[src/hw/rtl/b64u_pkg.sv]
`default_nettype none

package b64u_pkg;

  typedef enum logic [1:0] {
    ST_OK      = 2'd0,
    ST_INVALID = 2'd1,
    ST_NOSPACE = 2'd2
  } status_t;

  localparam logic RES_DATA   = 1'b0;
  localparam logic RES_STATUS = 1'b1;

  localparam logic [7:0] CHAR_CR    = 8'h0D;
  localparam logic [7:0] CHAR_LF    = 8'h0A;
  localparam logic [7:0] CHAR_UC_A  = 8'h41;
  localparam logic [7:0] CHAR_UC_Z  = 8'h5A;
  localparam logic [7:0] CHAR_LC_A  = 8'h61;
  localparam logic [7:0] CHAR_LC_Z  = 8'h7A;
  localparam logic [7:0] CHAR_0     = 8'h30;
  localparam logic [7:0] CHAR_9     = 8'h39;
  localparam logic [7:0] CHAR_DASH  = 8'h2D;
  localparam logic [7:0] CHAR_UNDER = 8'h5F;

  localparam int FIFO_DEPTH = 4;
  localparam int FIFO_AW    = 2;
  localparam int LVL_W      = 3;

  typedef struct packed {
    logic        result_kind;
    logic [7:0]  byte_value;
    status_t     status;
    logic [15:0] byte_count;
    logic        last;
  } res_t;

  typedef struct packed {
    logic       ok;
    logic [5:0] val;
  } sextet_t;

  typedef struct packed {
    logic             room;
    logic [LVL_W-1:0] level;
  } fifo_stat_t;

  function automatic sextet_t sextet_of(input logic [7:0] ch);
    sextet_t    s;
    logic [7:0] t;
    s.ok = 1'b1;
    t    = 8'd0;
    if (ch >= CHAR_UC_A && ch <= CHAR_UC_Z) begin
      t = ch - CHAR_UC_A;
    end else if (ch >= CHAR_LC_A && ch <= CHAR_LC_Z) begin
      t = ch - 8'd71;
    end else if (ch >= CHAR_0 && ch <= CHAR_9) begin
      t = ch + 8'd4;
    end else if (ch == CHAR_DASH) begin
      t = 8'd62;
    end else if (ch == CHAR_UNDER) begin
      t = 8'd63;
    end else begin
      s.ok = 1'b0;
    end
    s.val = t[5:0];
    return s;
  endfunction

endpackage

`default_nettype wire

[src/hw/rtl/b64u_ifs.sv]
`default_nettype none

interface b64u_in_if;
  logic       valid;
  logic       ready;
  logic [7:0] character;
  logic       char_present;
  logic       end_of_message;

  modport source (output valid, character, char_present, end_of_message, input ready);
  modport sink   (input valid, character, char_present, end_of_message, output ready);
endinterface

interface b64u_out_if;
  logic        valid;
  logic        ready;
  logic        result_kind;
  logic [7:0]  byte_value;
  logic [1:0]  status;
  logic [15:0] byte_count;
  logic        last;

  modport source (output valid, result_kind, byte_value, status, byte_count, last,
                  input ready);
  modport sink   (input valid, result_kind, byte_value, status, byte_count, last,
                  output ready);
endinterface

interface b64u_cfg_if;
  logic        valid;
  logic        ready;
  logic [15:0] data;

  modport source (output valid, data, input ready);
  modport sink   (input valid, data, output ready);
endinterface

`default_nettype wire

[src/hw/rtl/b64u_step.sv]
`default_nettype none

module b64u_step #(
  parameter int COUNT_BITS = 16
) (
  input  logic [7:0]            character,
  input  logic                  char_present,
  input  logic                  end_of_message,
  input  logic [15:0]           capacity,
  input  logic [5:0]            lo_bits,
  input  logic [2:0]            lo_cnt,
  input  logic [COUNT_BITS-1:0] bytes_wr,
  input  b64u_pkg::status_t     err,
  output logic [5:0]            lo_bits_nxt,
  output logic [2:0]            lo_cnt_nxt,
  output logic [COUNT_BITS-1:0] bytes_wr_nxt,
  output b64u_pkg::status_t     err_nxt,
  output logic [1:0]            n_res,
  output b64u_pkg::res_t        res_a,
  output b64u_pkg::res_t        res_b
);

  localparam int CMP_W = (COUNT_BITS > 16) ? COUNT_BITS : 16;

  b64u_pkg::sextet_t      sx;
  b64u_pkg::status_t      err_mid;
  b64u_pkg::status_t      st_end;
  b64u_pkg::res_t         data_res;
  b64u_pkg::res_t         stat_res;
  logic                   use_char;
  logic [2:0]             cnt_c;
  logic [5:0]             mask_in;
  logic [5:0]             mask_out;
  logic [11:0]            acc;
  logic [3:0]             sum_cnt;
  logic                   full;
  logic [2:0]             rem;
  logic [7:0]             dbyte;
  logic                   no_space;
  logic                   emit;
  logic [5:0]             bits_mid;
  logic [2:0]             cnt_mid;
  logic [COUNT_BITS-1:0]  bw_mid;
  logic [CMP_W-1:0]       cap_ext;
  logic [CMP_W-1:0]       bw_ext;
  logic [CMP_W-1:0]       bw_mid_ext;

  always_comb begin
    sx       = b64u_pkg::sextet_of(character);
    use_char = char_present && (err == b64u_pkg::ST_OK) &&
               (character != b64u_pkg::CHAR_CR) && (character != b64u_pkg::CHAR_LF);

    cnt_c    = (lo_cnt > 3'd6) ? 3'd6 : lo_cnt;
    mask_in  = 6'((7'd1 << cnt_c) - 7'd1);
    acc      = {lo_bits & mask_in, sx.val};
    sum_cnt  = {1'b0, cnt_c} + 4'd6;
    full     = (sum_cnt >= 4'd8);
    rem      = full ? 3'(sum_cnt - 4'd8) : sum_cnt[2:0];
    dbyte    = 8'(acc >> rem);
    mask_out = 6'((7'd1 << rem) - 7'd1);

    cap_ext  = CMP_W'(capacity);
    bw_ext   = CMP_W'(bytes_wr);
    no_space = (bw_ext >= cap_ext) || (bytes_wr == '1);
    emit     = use_char && sx.ok && full && !no_space;

    err_mid  = err;
    bits_mid = lo_bits;
    cnt_mid  = lo_cnt;
    if (use_char) begin
      if (!sx.ok) begin
        err_mid = b64u_pkg::ST_INVALID;
      end else begin
        if (full && no_space) begin
          err_mid = b64u_pkg::ST_NOSPACE;
        end
        bits_mid = acc[5:0] & mask_out;
        cnt_mid  = rem;
      end
    end
    bw_mid     = emit ? bytes_wr + COUNT_BITS'(1) : bytes_wr;
    bw_mid_ext = CMP_W'(bw_mid);

    // six leftover bits can never finish a byte
    st_end = err_mid;
    if (err_mid == b64u_pkg::ST_OK && cnt_mid == 3'd6) begin
      st_end = b64u_pkg::ST_INVALID;
    end

    data_res.result_kind = b64u_pkg::RES_DATA;
    data_res.byte_value  = dbyte;
    data_res.status      = b64u_pkg::ST_OK;
    data_res.byte_count  = bw_mid_ext[15:0];
    data_res.last        = 1'b0;

    stat_res.result_kind = b64u_pkg::RES_STATUS;
    stat_res.byte_value  = 8'd0;
    stat_res.status      = st_end;
    stat_res.byte_count  = bw_mid_ext[15:0];
    stat_res.last        = 1'b1;

    res_a = emit ? data_res : stat_res;
    res_b = stat_res;
    n_res = {1'b0, emit} + {1'b0, end_of_message};

    if (end_of_message) begin
      lo_bits_nxt  = '0;
      lo_cnt_nxt   = '0;
      bytes_wr_nxt = '0;
      err_nxt      = b64u_pkg::ST_OK;
    end else begin
      lo_bits_nxt  = bits_mid;
      lo_cnt_nxt   = cnt_mid;
      bytes_wr_nxt = bw_mid;
      err_nxt      = err_mid;
    end
  end

endmodule

`default_nettype wire

[src/hw/rtl/b64u_res_fifo.sv]
`default_nettype none

module b64u_res_fifo (
  input  logic                   clk,
  input  logic                   rst_n,
  input  logic [1:0]             push_n,
  input  b64u_pkg::res_t         push_a,
  input  b64u_pkg::res_t         push_b,
  output b64u_pkg::fifo_stat_t   stat,
  b64u_out_if.source             out_ch
);

  b64u_pkg::res_t                    mem_r [b64u_pkg::FIFO_DEPTH];
  logic [b64u_pkg::FIFO_AW-1:0]      wr_ptr_r;
  logic [b64u_pkg::FIFO_AW-1:0]      wr_ptr_nxt;
  logic [b64u_pkg::FIFO_AW-1:0]      wr_ptr_p1;
  logic [b64u_pkg::FIFO_AW-1:0]      rd_ptr_r;
  logic [b64u_pkg::FIFO_AW-1:0]      rd_ptr_nxt;
  logic [b64u_pkg::LVL_W-1:0]        lvl_r;
  logic [b64u_pkg::LVL_W-1:0]        lvl_nxt;
  logic                              pop;
  b64u_pkg::res_t                    head;

  assign head = mem_r[rd_ptr_r];
  assign pop  = out_ch.valid && out_ch.ready;

  assign out_ch.valid       = (lvl_r != '0);
  assign out_ch.result_kind = head.result_kind;
  assign out_ch.byte_value  = head.byte_value;
  assign out_ch.status      = head.status;
  assign out_ch.byte_count  = head.byte_count;
  assign out_ch.last        = head.last;

  // room for the worst case of two results per request
  assign stat.room  = (lvl_r <= b64u_pkg::LVL_W'(b64u_pkg::FIFO_DEPTH - 2));
  assign stat.level = lvl_r;

  always_comb begin
    wr_ptr_p1  = wr_ptr_r + b64u_pkg::FIFO_AW'(1);
    wr_ptr_nxt = wr_ptr_r + b64u_pkg::FIFO_AW'(push_n);
    rd_ptr_nxt = rd_ptr_r + b64u_pkg::FIFO_AW'(pop);
    lvl_nxt    = lvl_r + b64u_pkg::LVL_W'(push_n) - b64u_pkg::LVL_W'(pop);
  end

  always_ff @(posedge clk) begin
    if (!rst_n) begin
      wr_ptr_r <= '0;
      rd_ptr_r <= '0;
      lvl_r    <= '0;
    end else begin
      wr_ptr_r <= wr_ptr_nxt;
      rd_ptr_r <= rd_ptr_nxt;
      lvl_r    <= lvl_nxt;
    end
  end

  always_ff @(posedge clk) begin
    if (push_n != 2'd0) begin
      mem_r[wr_ptr_r] <= push_a;
    end
    if (push_n == 2'd2) begin
      mem_r[wr_ptr_p1] <= push_b;
    end
  end

endmodule

`default_nettype wire

[src/hw/rtl/base64url_unpadded_decoder_core.sv]
// base64url decoder, unpadded alphabet, one character per request.
// in_ch carries character, char_present and end_of_message; out_ch returns
// data bytes (result_kind 0) and one status result per message (result_kind 1,
// last 1). cfg_ch writes output_capacity, the byte limit per message; it is
// always ready and should only be written while the block is idle.
// The results of a request are written into the result buffer at the edge
// that accepts it and reach out_ch once earlier results are taken. A request
// gives at most two results (a data byte and the status), which queue in the
// four-entry buffer; in_ch.ready is high while it has room for two results.
// Throughput: one request per cycle while out_ch takes a result per cycle;
// the shared output port limits it to one result per cycle overall.
// When the receiver stalls, results wait in the buffer and in_ch.ready drops
// once fewer than two entries are free; nothing is lost or reordered.
// Reset (rst_n low, synchronous) empties the buffer, clears the bit
// accumulator, byte count and latched status, and sets output_capacity to
// 65535. After each end-of-message the message state returns to that reset
// state; output_capacity is kept.
`default_nettype none

module base64url_unpadded_decoder_core #(
  parameter int COUNT_BITS = 16
) (
  input  logic        clk,
  input  logic        rst_n,
  b64u_in_if.sink     in_ch,
  b64u_out_if.source  out_ch,
  b64u_cfg_if.sink    cfg_ch
);

  logic [15:0]            capacity_r;
  logic [5:0]             lo_bits_r;
  logic [5:0]             lo_bits_nxt;
  logic [2:0]             lo_cnt_r;
  logic [2:0]             lo_cnt_nxt;
  logic [COUNT_BITS-1:0]  bw_r;
  logic [COUNT_BITS-1:0]  bw_nxt;
  b64u_pkg::status_t      err_r;
  b64u_pkg::status_t      err_nxt;
  logic [1:0]             n_res;
  logic [1:0]             push_n;
  b64u_pkg::res_t         res_a;
  b64u_pkg::res_t         res_b;
  b64u_pkg::fifo_stat_t   fstat;
  logic                   in_acc;

  assign cfg_ch.ready = 1'b1;
  assign in_ch.ready  = fstat.room;
  assign in_acc       = in_ch.valid && in_ch.ready;
  assign push_n       = in_acc ? n_res : 2'd0;

  b64u_step #(
    .COUNT_BITS (COUNT_BITS)
  ) u_step (
    .character      (in_ch.character),
    .char_present   (in_ch.char_present),
    .end_of_message (in_ch.end_of_message),
    .capacity       (capacity_r),
    .lo_bits        (lo_bits_r),
    .lo_cnt         (lo_cnt_r),
    .bytes_wr       (bw_r),
    .err            (err_r),
    .lo_bits_nxt    (lo_bits_nxt),
    .lo_cnt_nxt     (lo_cnt_nxt),
    .bytes_wr_nxt   (bw_nxt),
    .err_nxt        (err_nxt),
    .n_res          (n_res),
    .res_a          (res_a),
    .res_b          (res_b)
  );

  b64u_res_fifo u_fifo (
    .clk    (clk),
    .rst_n  (rst_n),
    .push_n (push_n),
    .push_a (res_a),
    .push_b (res_b),
    .stat   (fstat),
    .out_ch (out_ch)
  );

  always_ff @(posedge clk) begin
    if (!rst_n) begin
      capacity_r <= 16'hFFFF;
      lo_bits_r  <= '0;
      lo_cnt_r   <= '0;
      bw_r       <= '0;
      err_r      <= b64u_pkg::ST_OK;
    end else begin
      if (cfg_ch.valid && cfg_ch.ready) begin
        capacity_r <= cfg_ch.data;
      end
      if (in_acc) begin
        lo_bits_r <= lo_bits_nxt;
        lo_cnt_r  <= lo_cnt_nxt;
        bw_r      <= bw_nxt;
        err_r     <= err_nxt;
      end
    end
  end

`ifndef SYNTHESIS
  a_fifo_bound: assert property (@(posedge clk) disable iff (!rst_n)
    fstat.level <= b64u_pkg::LVL_W'(b64u_pkg::FIFO_DEPTH))
    else $error("result buffer overfilled");

  a_leftover_even: assert property (@(posedge clk) disable iff (!rst_n)
    lo_cnt_r == 3'd0 || lo_cnt_r == 3'd2 || lo_cnt_r == 3'd4 || lo_cnt_r == 3'd6)
    else $error("leftover bit count out of step");

  a_end_clears: assert property (@(posedge clk) disable iff (!rst_n)
    (in_acc && in_ch.end_of_message) |=>
      (bw_r == '0 && lo_cnt_r == 3'd0 && err_r == b64u_pkg::ST_OK))
    else $error("message state not cleared after end of message");

  a_no_data_after_error: assert property (@(posedge clk) disable iff (!rst_n)
    (err_r != b64u_pkg::ST_OK) |->
      (res_a.result_kind == b64u_pkg::RES_STATUS && n_res != 2'd2))
    else $error("data byte produced after latched error");
`endif

endmodule

`default_nettype wire

[src/flat_wrapper.sv]
// flat-port wrapper written by rule: the top's interface ports become plain ports
module base64url_unpadded_decoder_core_flat 
#(
  parameter int COUNT_BITS = 16
)
  (clk, rst_n, in_ch_valid, in_ch_character, in_ch_char_present, in_ch_end_of_message, in_ch_ready, out_ch_valid, out_ch_result_kind, out_ch_byte_value, out_ch_status, out_ch_byte_count, out_ch_last, out_ch_ready, cfg_ch_valid, cfg_ch_data, cfg_ch_ready);
  b64u_in_if in_ch_i ();
  b64u_out_if out_ch_i ();
  b64u_cfg_if cfg_ch_i ();
  input  logic clk;
  input  logic rst_n;
  input wire logic [$bits(in_ch_i.valid)-1:0] in_ch_valid;
  input wire logic [$bits(in_ch_i.character)-1:0] in_ch_character;
  input wire logic [$bits(in_ch_i.char_present)-1:0] in_ch_char_present;
  input wire logic [$bits(in_ch_i.end_of_message)-1:0] in_ch_end_of_message;
  output wire logic [$bits(in_ch_i.ready)-1:0] in_ch_ready;
  output wire logic [$bits(out_ch_i.valid)-1:0] out_ch_valid;
  output wire logic [$bits(out_ch_i.result_kind)-1:0] out_ch_result_kind;
  output wire logic [$bits(out_ch_i.byte_value)-1:0] out_ch_byte_value;
  output wire logic [$bits(out_ch_i.status)-1:0] out_ch_status;
  output wire logic [$bits(out_ch_i.byte_count)-1:0] out_ch_byte_count;
  output wire logic [$bits(out_ch_i.last)-1:0] out_ch_last;
  input wire logic [$bits(out_ch_i.ready)-1:0] out_ch_ready;
  input wire logic [$bits(cfg_ch_i.valid)-1:0] cfg_ch_valid;
  input wire logic [$bits(cfg_ch_i.data)-1:0] cfg_ch_data;
  output wire logic [$bits(cfg_ch_i.ready)-1:0] cfg_ch_ready;
  assign in_ch_i.valid = in_ch_valid;
  assign in_ch_i.character = in_ch_character;
  assign in_ch_i.char_present = in_ch_char_present;
  assign in_ch_i.end_of_message = in_ch_end_of_message;
  assign in_ch_ready = in_ch_i.ready;
  assign out_ch_valid = out_ch_i.valid;
  assign out_ch_result_kind = out_ch_i.result_kind;
  assign out_ch_byte_value = out_ch_i.byte_value;
  assign out_ch_status = out_ch_i.status;
  assign out_ch_byte_count = out_ch_i.byte_count;
  assign out_ch_last = out_ch_i.last;
  assign out_ch_i.ready = out_ch_ready;
  assign cfg_ch_i.valid = cfg_ch_valid;
  assign cfg_ch_i.data = cfg_ch_data;
  assign cfg_ch_ready = cfg_ch_i.ready;
  base64url_unpadded_decoder_core #(.COUNT_BITS(COUNT_BITS)) u_core (.clk(clk), .rst_n(rst_n), .in_ch(in_ch_i), .out_ch(out_ch_i), .cfg_ch(cfg_ch_i));
endmodule
[config.mk]
export PLATFORM = sky130hd
export DESIGN_NAME = base64url_unpadded_decoder_core_flat
export DESIGN_NICKNAME = d
export VERILOG_FILES = /design/src/hw/rtl/b64u_pkg.sv /design/src/hw/rtl/b64u_ifs.sv /design/src/hw/rtl/b64u_step.sv /design/src/hw/rtl/b64u_res_fifo.sv /design/src/hw/rtl/base64url_unpadded_decoder_core.sv /design/src/flat_wrapper.sv
export SDC_FILE = /design/constraint.sdc
export NUM_CORES = 1
export LEC_CHECK = 0
export ABC_AREA = 1
export BUFFER_PORTS_ARGS = -buffer_cell sky130_fd_sc_hd__buf_4
export CAP_MARGIN = 10
export CORE_ASPECT_RATIO = 1.1
export CORE_MARGIN = 2
export CORE_UTILIZATION = 45
export DETAILED_ROUTE_END_ITERATION = 6
export GPL_TIMING_DRIVEN = 0
export PLACE_DENSITY = 0.69
export SLEW_MARGIN = 10
export SYNTH_ARGS = -nofsm -noshare
export SYNTH_HDL_FRONTEND = slang
export SYNTH_SLANG_ARGS = --single-unit
export TNS_END_PERCENT = 50
[constraint.sdc]
create_clock -name clk -period 3.75 [get_ports clk]
set_input_delay 0.1875 -clock clk [delete_from_list [all_inputs] [get_ports clk]]
set_output_delay 0.1875 -clock clk [all_outputs]
set_load 0.005 [all_outputs]
; ---- Yosys cells after proc, flatten, opt, wreduce, memory -nomap -nowiden
; Memory sizes are Yosys's and may differ from the RTL's. A register that Yosys moved wholly into a read port is not among the register bits.
; Index checks and enable logic that the tools add are counted.
[totals]
memories = 1
output_inout_bits = 31
reg_bits = 50
mem_bits_rw = 112
input_bits = 31
wordCells = 99
[op_classes]
bitwise_logic = 2
n_mux = 32
addsub = 14
order_cmp = 10
shifts = 3
n_eq_ne = 7
n_reduce_logical = 22
[mem_list]
columns = memory, words, word_bits, read_ports, rd_ports_with_merged_regs, write_ports, line_no
row1 = u_core.u_fifo.mem_r, 4, 28, 1, 1, 2, b64u_res_fifo.sv:13  ; b64u_pkg::res_t mem_r [b64u_pkg::FIFO_DEPTH];
[ops]
columns = operator, count
row1 = 6-bit 2-to-1 mux, 8
row2 = 16-bit 2-to-1 mux, 2
row3 = 28-bit 2-to-1 mux, 1
row4 = "6-bit by 1-bit subtractor with 6-bit output, second input constant", 3
row5 = "16-bit by 1-bit adder with 16-bit output, second input constant", 1
row6 = "16-bit equality test, second input constant", 1
row7 = 16-bit >= comparator, 1
row8 = "8-bit by 7-bit >= comparator with 1-bit output, second input constant", 2
row9 = "8-bit by 7-bit less-or-equal comparator with 1-bit output, second input constant", 2
row10 = "8-bit by 4-bit != test with 1-bit output, second input constant", 2
row11 = 3-bit 2-to-1 mux, 5
row12 = 2-bit 2-to-1 mux, 7
row13 = 1-bit logical AND, 13
row14 = 6-bit bitwise AND, 2
row15 = "1-bit by 3-bit left shift with 6-bit output, first input constant", 2
row16 = 12-bit by 3-bit >> shifter with 8-bit output, 1
row17 = 1-bit 2-to-1 mux, 9
row18 = "8-bit by 6-bit equality test with 1-bit output, second input constant", 1
row19 = "8-bit by 7-bit equality test with 1-bit output, second input constant", 1
row20 = "8-bit by 6-bit >= comparator with 1-bit output, second input constant", 1
row21 = "8-bit by 6-bit less-or-equal comparator with 1-bit output, second input constant", 1
row22 = "6-bit by 3-bit adder with 6-bit output, second input constant", 1
row23 = 2-bit nonzero test, 3
row24 = "6-bit by 3-bit subtractor with 6-bit output, second input constant", 1
row25 = 18 further kinds, 19

; ---- Longest topological paths before layout
; Gate-level depths: netlist of the first run.
[logic_depth]
word_depth = 14
depth_mapped = 26
mapped_depth_nobuf = 24

; ---- Cells and area by module
; A second synthesis of the first run with hierarchy kept.
[unflattened]
cells_unflattened = 1382
hier_area_um2 = 10493.8
[modules_own_cells]
columns = mod, area_each_um2, cells_each, instances, seq_area_each_um2
row1 = b64u_res_fifo, 6000.8, 605, 1, 3503.4
row2 = b64u_step, 2795.2, 529, 1, 0.0
row3 = base64url_unpadded_decoder_core, 1697.9, 248, 1, 860.8

; ---- Worst setup path after synthesis of the first run
; Ideal clock, no wire load.
[synth_timing]
path_kind = input -> register
from = in in_ch_character[3]
to = mem u_core.u_fifo.mem_r[0][13] (netlist bit), data pin
t_arrival_ns = 3.233
t_required_ns = 3.611
setup_ns = 0.139
cell_stages = 22
path_buffers = 3
path_slack_ns = 0.378
cell_sequence = clkbuf_1 > inv_1 > ha_1 > nand2_1 > nand2_1 > nor2_1 > nor2_4 > nand2_2 > nand3_2 > nand3b_4 > nor2_8 > buf_2 > ha_1 > inv_1 > nor2_4 > nor2_2 > nor3_2 > inv_2 > nand2_2 > inv_2 > buf_2 > nor2_1
[synth_rtl]
columns = element, line_no
row1 = start: declaration, flat_wrapper.sv:13  ; input wire logic [$bits(in_ch_i.character)-1:0] in_ch_character;
row2 = end: declaration, b64u_res_fifo.sv:13

==> results of run 1 <==
[layer usage]
metal	up-vias	track usage, %	part of all wire, %
met5	-	0	0
met4	0	7.11	1.7
met3	31	3.30	4.5
li1	3992	-	-
met2	206	38.6	48
met1	3642	30.7	46
[metrics by stage]
stage                     instance area [um^2]  setup TNS, ps  instances  worst slack, ps  total power (W)
final                                    10400              0       1501              325          0.00488
after floorplan                           8780              0       1139              378          0.00269
after global placement                    9530         -96030       1445             -781          0.00325
after CTS                                10300              0       1495             50.8          0.00488
after global routing                     10400              0       1501             1.04          0.00511
after detailed placement                  9530        -102160       1445             -835          0.00327
[power groups by stage]
stage / clock (W) / sequential, W / combinational [W]
floorplan: 0 / 0.00196 / 0.000733
global placement: 0 / 0.00197 / 0.00128
detailed placement: 0 / 0.00197 / 0.00129
CTS: 0.00161 / 0.00194 / 0.00133
global route: 0.00168 / 0.00195 / 0.00148
finish: 0.00161 / 0.00194 / 0.00133
[logic make-up (layout without fill, tap and decap cells)]
group	count (synthesis)	in the layout	share of synthesized area [%]
simple gates	557	557	27.8
compound gates	205	205	12.7
flops	158	158	44.2
buf+inv	156	271	7.32
fa+ha+maj	38	38	5.50
xor+xnor	24	24	2.39
other cells	1	1	0.0427
[registers in the layout (all words and copies together) (netlist names)]
name / count
u_core.bw_r: 16
u_core.capacity_r: 16
u_core.err_r: 2
u_core.lo_bits_r: 6
u_core.lo_cnt_r: 3
u_core.u_fifo.lvl_r: 3
u_core.u_fifo.mem_r: 108
u_core.u_fifo.rd_ptr_r: 2
u_core.u_fifo.wr_ptr_r: 2
[layout by cell type (no fill, tap or decap), types with 3 or more instances in the layout]
cell and n:
nand2_1 250, buf_4 75, nand4_1 23, nor3_4 4
o21ai_1 11, nor2_4 6, o22ai_1 27, inv_6 5
nor2_1 165, clkinvlp_4 3, dfxtp_1 85, buf_2 3
nand3_1 71, a21oi_1 57, nand2_2 9, inv_2 17
buf_6 4, edfxtp_1 72, dlygate4sd3_1 18, clkbuf_16 17
nor3_2 3, xor2_1 17, xnor2_1 7, clkbuf_1 29
a21oi_2 3, nand2_8 4, clkinv_1 8, o21ai_0 96
inv_1 83, ha_1 37, nor3_1 10
[path summary, 6_finish.rpt]
kind                                                   to  cells after the start  slack (ps)                                     from
setup reg to reg     u_core.u_fifo.mem_r[3][16]$_DFFE_PP_                     16         330              u_core.bw_r[1]$_SDFFE_PN0P_
setup / recovery     u_core.u_fifo.mem_r[3][16]$_DFFE_PP_                     16         330              u_core.bw_r[1]$_SDFFE_PN0P_
hold / removal          u_core.u_fifo.lvl_r[0]$_SDFF_PN0_                      3          40                                    rst_n
hold reg to reg   u_core.u_fifo.mem_r[2][22]$_SDFFE_PP0P_                      2         450  u_core.u_fifo.mem_r[2][22]$_SDFFE_PP0P_
[final cells by class]
class / instances / area, um^2
clock inverter: 15 / 110
clock buffer: 17 / 425
fill: 1822 / 8690
inverter: 106 / 402
buffer: 49 / 254
tap: 247 / 309
timing repair buffer: 84 / 676
sequential: 158 / 3880
multi-input combinational: 825 / 4340
[worst reg2reg max path, cell delays in order (launching register included)]
cell and delay [ps]:
dfxtp_1 440, ha_1 290, nand3_1 170, nor2_1 210, nand3_1 120, nand4_2 200, nor2_8 70, ha_1 290
inv_1 70, nor2_4 160, nor2_4 100, nor3_4 360, inv_2 150, nand2_8 210, inv_2 130, buf_4 210
nor2_1 120
[timing repair]
item	CTS	global route
buffers inserted	1	6
hold buffers	18	0
endpoints found under the setup margin	180	102
pin swaps	1	3
resized for setup	17	5
hold endpoints to repair	16	0
==> summary.txt, run 1 <==
STA
  – Peak Freq: roughly 290 MHz
  – Worst-Margin Slew: 780 ps
  – Hold Fails Final Rpt: 0
  – Final setup violation count: 0
  – Tcrit/Tclk final: 91.3%
  – Slew Limit Fails: 0
  – Slew margin rel.: 47.4%
  – Minimum clock period after layout: 3420 ps
  – Clock skew: ~11 ps
  – Hold Worst Slack: 36.7 ps
  – Unrepaired setup endpoints after global routing: false

Pwr
  – Psw: 0.00162 W
  – VDD IR-drop max: 406 uV
  – Clock share of power: 32.9%
  – Pwr dens: between 400 and 500 nW/um^2
  – Register share of total power: about two fifths
  – Logic gate share of total power: between 20 and 30%
  – Lkg Pwr: 4.32 nW
  – Switching fraction of total power: 33.1%
  – Int Pwr: about 0.0033 W

Floorplanning
  – Die ar.: 20,600 um^2
  – Initial Utilization: 46.0%
  – I/O Pins: a little over 60
  – Die Span X: between 100 and 150 um
  – Chip Height: 150 um
  – Core Rows: 53
  – Core area: 19,100 um^2

Critical path
  – Worst setup EP type: flop
  – Crit-path leading delay family: simple AND/OR/NAND/NOR gates
  – Critical path launch point type: flop
  – Worst path slowest cell: dfxtp_1
  – CP max FO: 20
  – Arrival @ worst endpoint: 3720 ps
  – Data required, critical path: 4040 ps
  – CP bufs+invs: 4
  – Max incr delay on CP: ~440 ps
  – Worst-path cell chain: ha_1 -> nand3_1 -> nor2_1 -> nand3_1 -> nand4_2 -> nor2_8 -> ha_1 -> inv_1 -> nor2_4 -> nor2_4 -> nor3_4 -> inv_2 -> nand2_8 -> inv_2 -> buf_4 -> nor2_1
  – Worst setup path category: reg2reg

Yosys
  – Cell taking the most area after synthesis: edfxtp_1
  – Count leader, synth: nand2_1
  – Asr flop ratio synth: 0%
  – Main synth FF type: dfxtp_1
  – FF+latch count, synth: between 150 and 200
  – Post-synth top area share: 24.6%
  – Synth area leaders: edfxtp_1 (25%), dfxtp_1 (20%), nand2_1 (11%)
  – Syn Std Cell Area: 8780 um^2
  – Fraction of the yosys area taken by sequential cells: between 40% and 50%
  – Syn Area/Cell: 7.71 um^2
  – Commonest cells in the netlist: nand2_1 (250), nor2_1 (165), o21ai_0 (96)
  – Post-synth EDFFs: 72
  – Mapped Cells: around 1,100
  – Net Count, Synth: roughly 1,200
  – Netlist cell types: 49
  – Synth warn: 0

CTS
  – Worst-path clk slew: roughly 60 ps
  – H-tree Lvls: 4
  – CTS sink cnt: 158
  – Worst skew pair latency: 440 ps
  – Root Buffer: clkbuf_16
  – Total CTS buffers: 17
  – CTS tree: yes
  – Bufs on Longest Clock Path: 2

Place
  – Hpwl dp: 16,300 um
  – Port Buffers: 59
  – Global placer's final weighted congestion: 0.913

Final layout
  – Final Util: a little over half
  – Layout cells sized above 1: between 10% and 20%
  – Fin nets: around 1,300
  – Ant. Diodes: 0
  – Area grow syn2layout: 18.5%

Global route
  – Initial antenna violation count: 0
  – First-pass GRT wire length: 37,100 um
  – Gr ovfl total: 0
  – Vias in the first global route: around 7,300
  – GRT Total Usage: between 20% and 30%
  – Largest net degree at the start of global routing: 21

Worst hold path
  – Hold WC Path Type: in2reg

Drt
  – Via-to-Cell Ratio: around 5.2
  – Per-cell routed wire length: 15.4 um
  – Drt total wl: 23,100 um
  – Vias: 7,871
  – Drt drc: 0
  – 1st-iter DRT viols: a little under 800
  – Final ANT Viol Nets: 0
  – First-pass DRT Iterations: 6

Status
  – Status: complete, no violations

Job
  – Max-cap violations: 0
No activity file was read; power rests on OpenSTA's default activity.
==> run 2, diff against run 1 <==
==> constraint.sdc (replaced) <==
create_clock -name clk -period 4.3 [get_ports clk]
set_input_delay 0.215 -clock clk [delete_from_list [all_inputs] [get_ports clk]]
set_output_delay 0.215 -clock clk [all_outputs]
set_load 0.005 [all_outputs]
==> summary.txt, run 2 (synthesized netlist as in run 1, its figures left out) <==
Status
  – Status: complete, no violations

STA
  – Final setup violation count: 0 (unchanged)
  – Slew Limit Fails: 0 (unchanged)
  – Worst Setup Slack, final: 315 ps (-10.0 ps)
  – Slew margin rel.: 46.6% (-0.83 points)
  – Clock skew: 8.97 ps (-2.35 ps)
  – Minimum clock period after layout: 3980 ps (+560 ps)
  – Tcrit/Tclk final: 92.7% (+1.3 points)
  – Unrepaired setup endpoints after global routing: false
  – Hold Fails Final Rpt: 0 (unchanged)
  – Peak Freq: 251 MHz (-14%)
  – Setup_tns: 0 ps (unchanged)
  – Worst-Margin Slew: 792 ps (+12.4 ps)

Pwr
  – Int Pwr: 0.00283 W (-13%)
  – Pwr dens: 413 nW/um^2 (-12%)
  – Switching fraction of total power: 33.0% (-0.11 points)
  – Lkg Pwr: 4.23 nW (-2.1%)
  – Register share of total power: 40.0% (+0.3 points)
  – Psw: 0.00140 W (-14%)
  – Logic gate share of total power: 27.0% (-0.4 points)
  – VDD IR-drop max: 340 uV (-16%)
  – Clock share of power: 33.0% (about the same)

Global route
  – Initial antenna violation count: 0 (unchanged)
  – Vias in the first global route: 7,173 (-1.5%)
  – First-pass GRT wire length: 36,700 um (-0.87%)
  – Gr ovfl total: 0 (unchanged)
  – GRT Total Usage: 22.8% (-0.19 points)
  – Largest net degree at the start of global routing: 21 (unchanged)

Drt
  – Via-to-Cell Ratio: 5.28 (+0.61%)
  – Final ANT Viol Nets: 0 (unchanged)
  – Per-cell routed wire length: 15.4 um (+0.10%)
  – First-pass DRT Iterations: 5 (-1)
  – Drt total wl: 22,900 um (-0.90%)
  – 1st-iter DRT viols: 713 (-7.4%)
  – Drt drc: 0 (unchanged)
  – Vias: 7,840 (-0.39%)

Floorplanning
  – Core area: 19,100 um^2 (unchanged)
  – Die Span X: 137 um (unchanged)
  – Chip Height: 150 um (unchanged)
  – I/O Pins: 62 (unchanged)
  – Core Rows: 53 (unchanged)
  – Initial Utilization: 46.0% (unchanged)
  – Die ar.: 20,600 um^2 (unchanged)

Final layout
  – Most flops, register: u_core.u_fifo.mem_r
  – Layout fillers: 1,850 (+1.5%)
  – Final cell count without fillers: 1,486 (-1.0%)
  – Max reg flops: 108 (unchanged)
  – Ant. Diodes: 0 (unchanged)
  – Commonest non-fill, non-tap cell in the layout: nand2_1
  – Fin nets: 1,295 (-1.1%)
  – Biggest regs: u_core.u_fifo.mem_r: 108 flops, u_core.bw_r: 16 flops, u_core.capacity_r: 16 flops
  – Area grow syn2layout: 16.5%
  – Commonest cells after routing, fill and taps aside: nand2_1 (250), nor2_1 (165), o21ai_0 (96), dfxtp_1 (86), inv_1 (83)
  – Layout cells sized above 1: 13.3% (-0.48 points)

Critical path
  – Critical path launch point type: flop
  – Max incr delay on CP: 490 ps (+50 ps)
  – Number of cells on the worst reg-to-reg path: 18 (+2)
  – Arrival @ worst endpoint: 4170 ps (+450 ps)
  – Worst setup EP type: flop
  – Data required, critical path: 4480 ps (+440 ps)
  – Worst path slowest cell: dfxtp_1
  – CP max FO: 20 (unchanged)
  – Worst-path cell chain: ha_1 -> nand2_1 -> o21bai_1 -> nand2_1 -> a21oi_1 -> nand4_2 -> nor2_8 -> buf_2 -> ha_1 -> inv_1 -> nor2_4 -> nor2_4 -> nor3_4 -> inv_2 -> nand2_4 -> inv_2 -> buf_2 -> nor2_1
  – Worst setup path category: reg2reg

CTS
  – Total CTS buffers: 17 (unchanged)
  – Worst-path clk slew: 60 ps (about the same)
  – CTS tree: yes
  – Worst skew pair latency: 440 ps (about the same)
  – Root Buffer: clkbuf_16
  – CTS sink cnt: 158 (unchanged)
  – Bufs on Longest Clock Path: 2 (unchanged)
  – H-tree Lvls: 4 (unchanged)

Place
  – Global placer's final weighted congestion: 0.913 (unchanged)
  – Setup WS pre-CTS: -313 ps (+523 ps)
  – Hpwl dp: 16,300 um (unchanged)
  – Port Buffers: 59 (unchanged)
  – Placed insts: 1,445 (unchanged)

Worst hold path
  – Hold WC Path Type: in2reg
  – Hold Crit Depth: 3 (unchanged)

Job
  – Max-cap violations: 0 (unchanged)
-- run 2: cell types whose count changed in the layout (fill, tap and decap cells not counted), sizes merged --
cell,delta
dlygate4sd3,-9
buf,-6
-- run 2: area by class of cell --
cell class,instances,area (um^2),share of cell area (%)
timing repair buffer,68,533,5.21
buffer,50,241,2.36
sequential,158,3880,38.0
inverter,106,402,3.93
tap,247,309,3.02
clock buffer,17,425,4.16
clock inverter,15,110,1.08
multi-input combinational,825,4320,42.3
-- run 2: final timing paths --
kind / startpoint / end / slack (ps)
worst max-delay path: u_core.bw_r[11]$_SDFFE_PN0P_ / u_core.u_fifo.mem_r[0][14]$_DFFE_PP_ / 320
worst max register to register: u_core.bw_r[11]$_SDFFE_PN0P_ / u_core.u_fifo.mem_r[0][14]$_DFFE_PP_ / 320
worst min-delay path: cfg_ch_data[8] / u_core.capacity_r[8]$_SDFFE_PN1P_ / 1
worst min register to register: u_core.u_fifo.mem_r[2][21]$_SDFFE_PP0P_ / u_core.u_fifo.mem_r[2][21]$_SDFFE_PP0P_ / 450
-- run 2: repair_timing --
item,CTS,global route
hold endpoints to repair,9,0
buffers inserted,0,0
hold buffers,9,0
endpoints found under the setup margin,20,92
pin swaps,0,0
resized for setup,1,10
-- run 2: layer usage --
metal	GRT usage, %	wire, um	part of all wire (%)
met4	7.06	345	1.5
met1	31.0	10500	46
met2	37.7	10900	48
met3	3.10	1130	4.9
met5	0	0	0
-- run 2: power groups by stage --
stage / registers [W] / clock network [W] / logic (W)
3_3_place_gp: 0.00172 / 0 / 0.00111
2_1_floorplan: 0.00171 / 0 / 0.000639
5_1_grt: 0.00170 / 0.00147 / 0.00127
4_1_cts: 0.00169 / 0.00141 / 0.00114
6_report: 0.00169 / 0.00140 / 0.00114
3_5_place_dp: 0.00172 / 0 / 0.00113
-- run 2: through the flow --
step                utilization [%]  hold WS [ps]  power [W]  instance area [um^2]
floorplan                         -           308    0.00235                  8780
global placement               49.9           429    0.00283                  9530
detailed placement             49.9           428    0.00285                  9530
CTS                            53.2          1.89    0.00423                 10200
global route                   53.5          21.6    0.00443                 10200
finish                         53.5          1.01    0.00423                 10200
-- run 2: worst max-delay path: cells and delay by family (launching register included) --
| family | cells | cell delay [ps] |
|---|---|---|
| and+or+nand+nor | 9 | 1350 |
| buffers and inverters | 5 | 1000 |
| adders and majority gates | 2 | 600 |
| DFF | 1 | 490 |
| AOI/OAI and AO/OA | 2 | 280 |
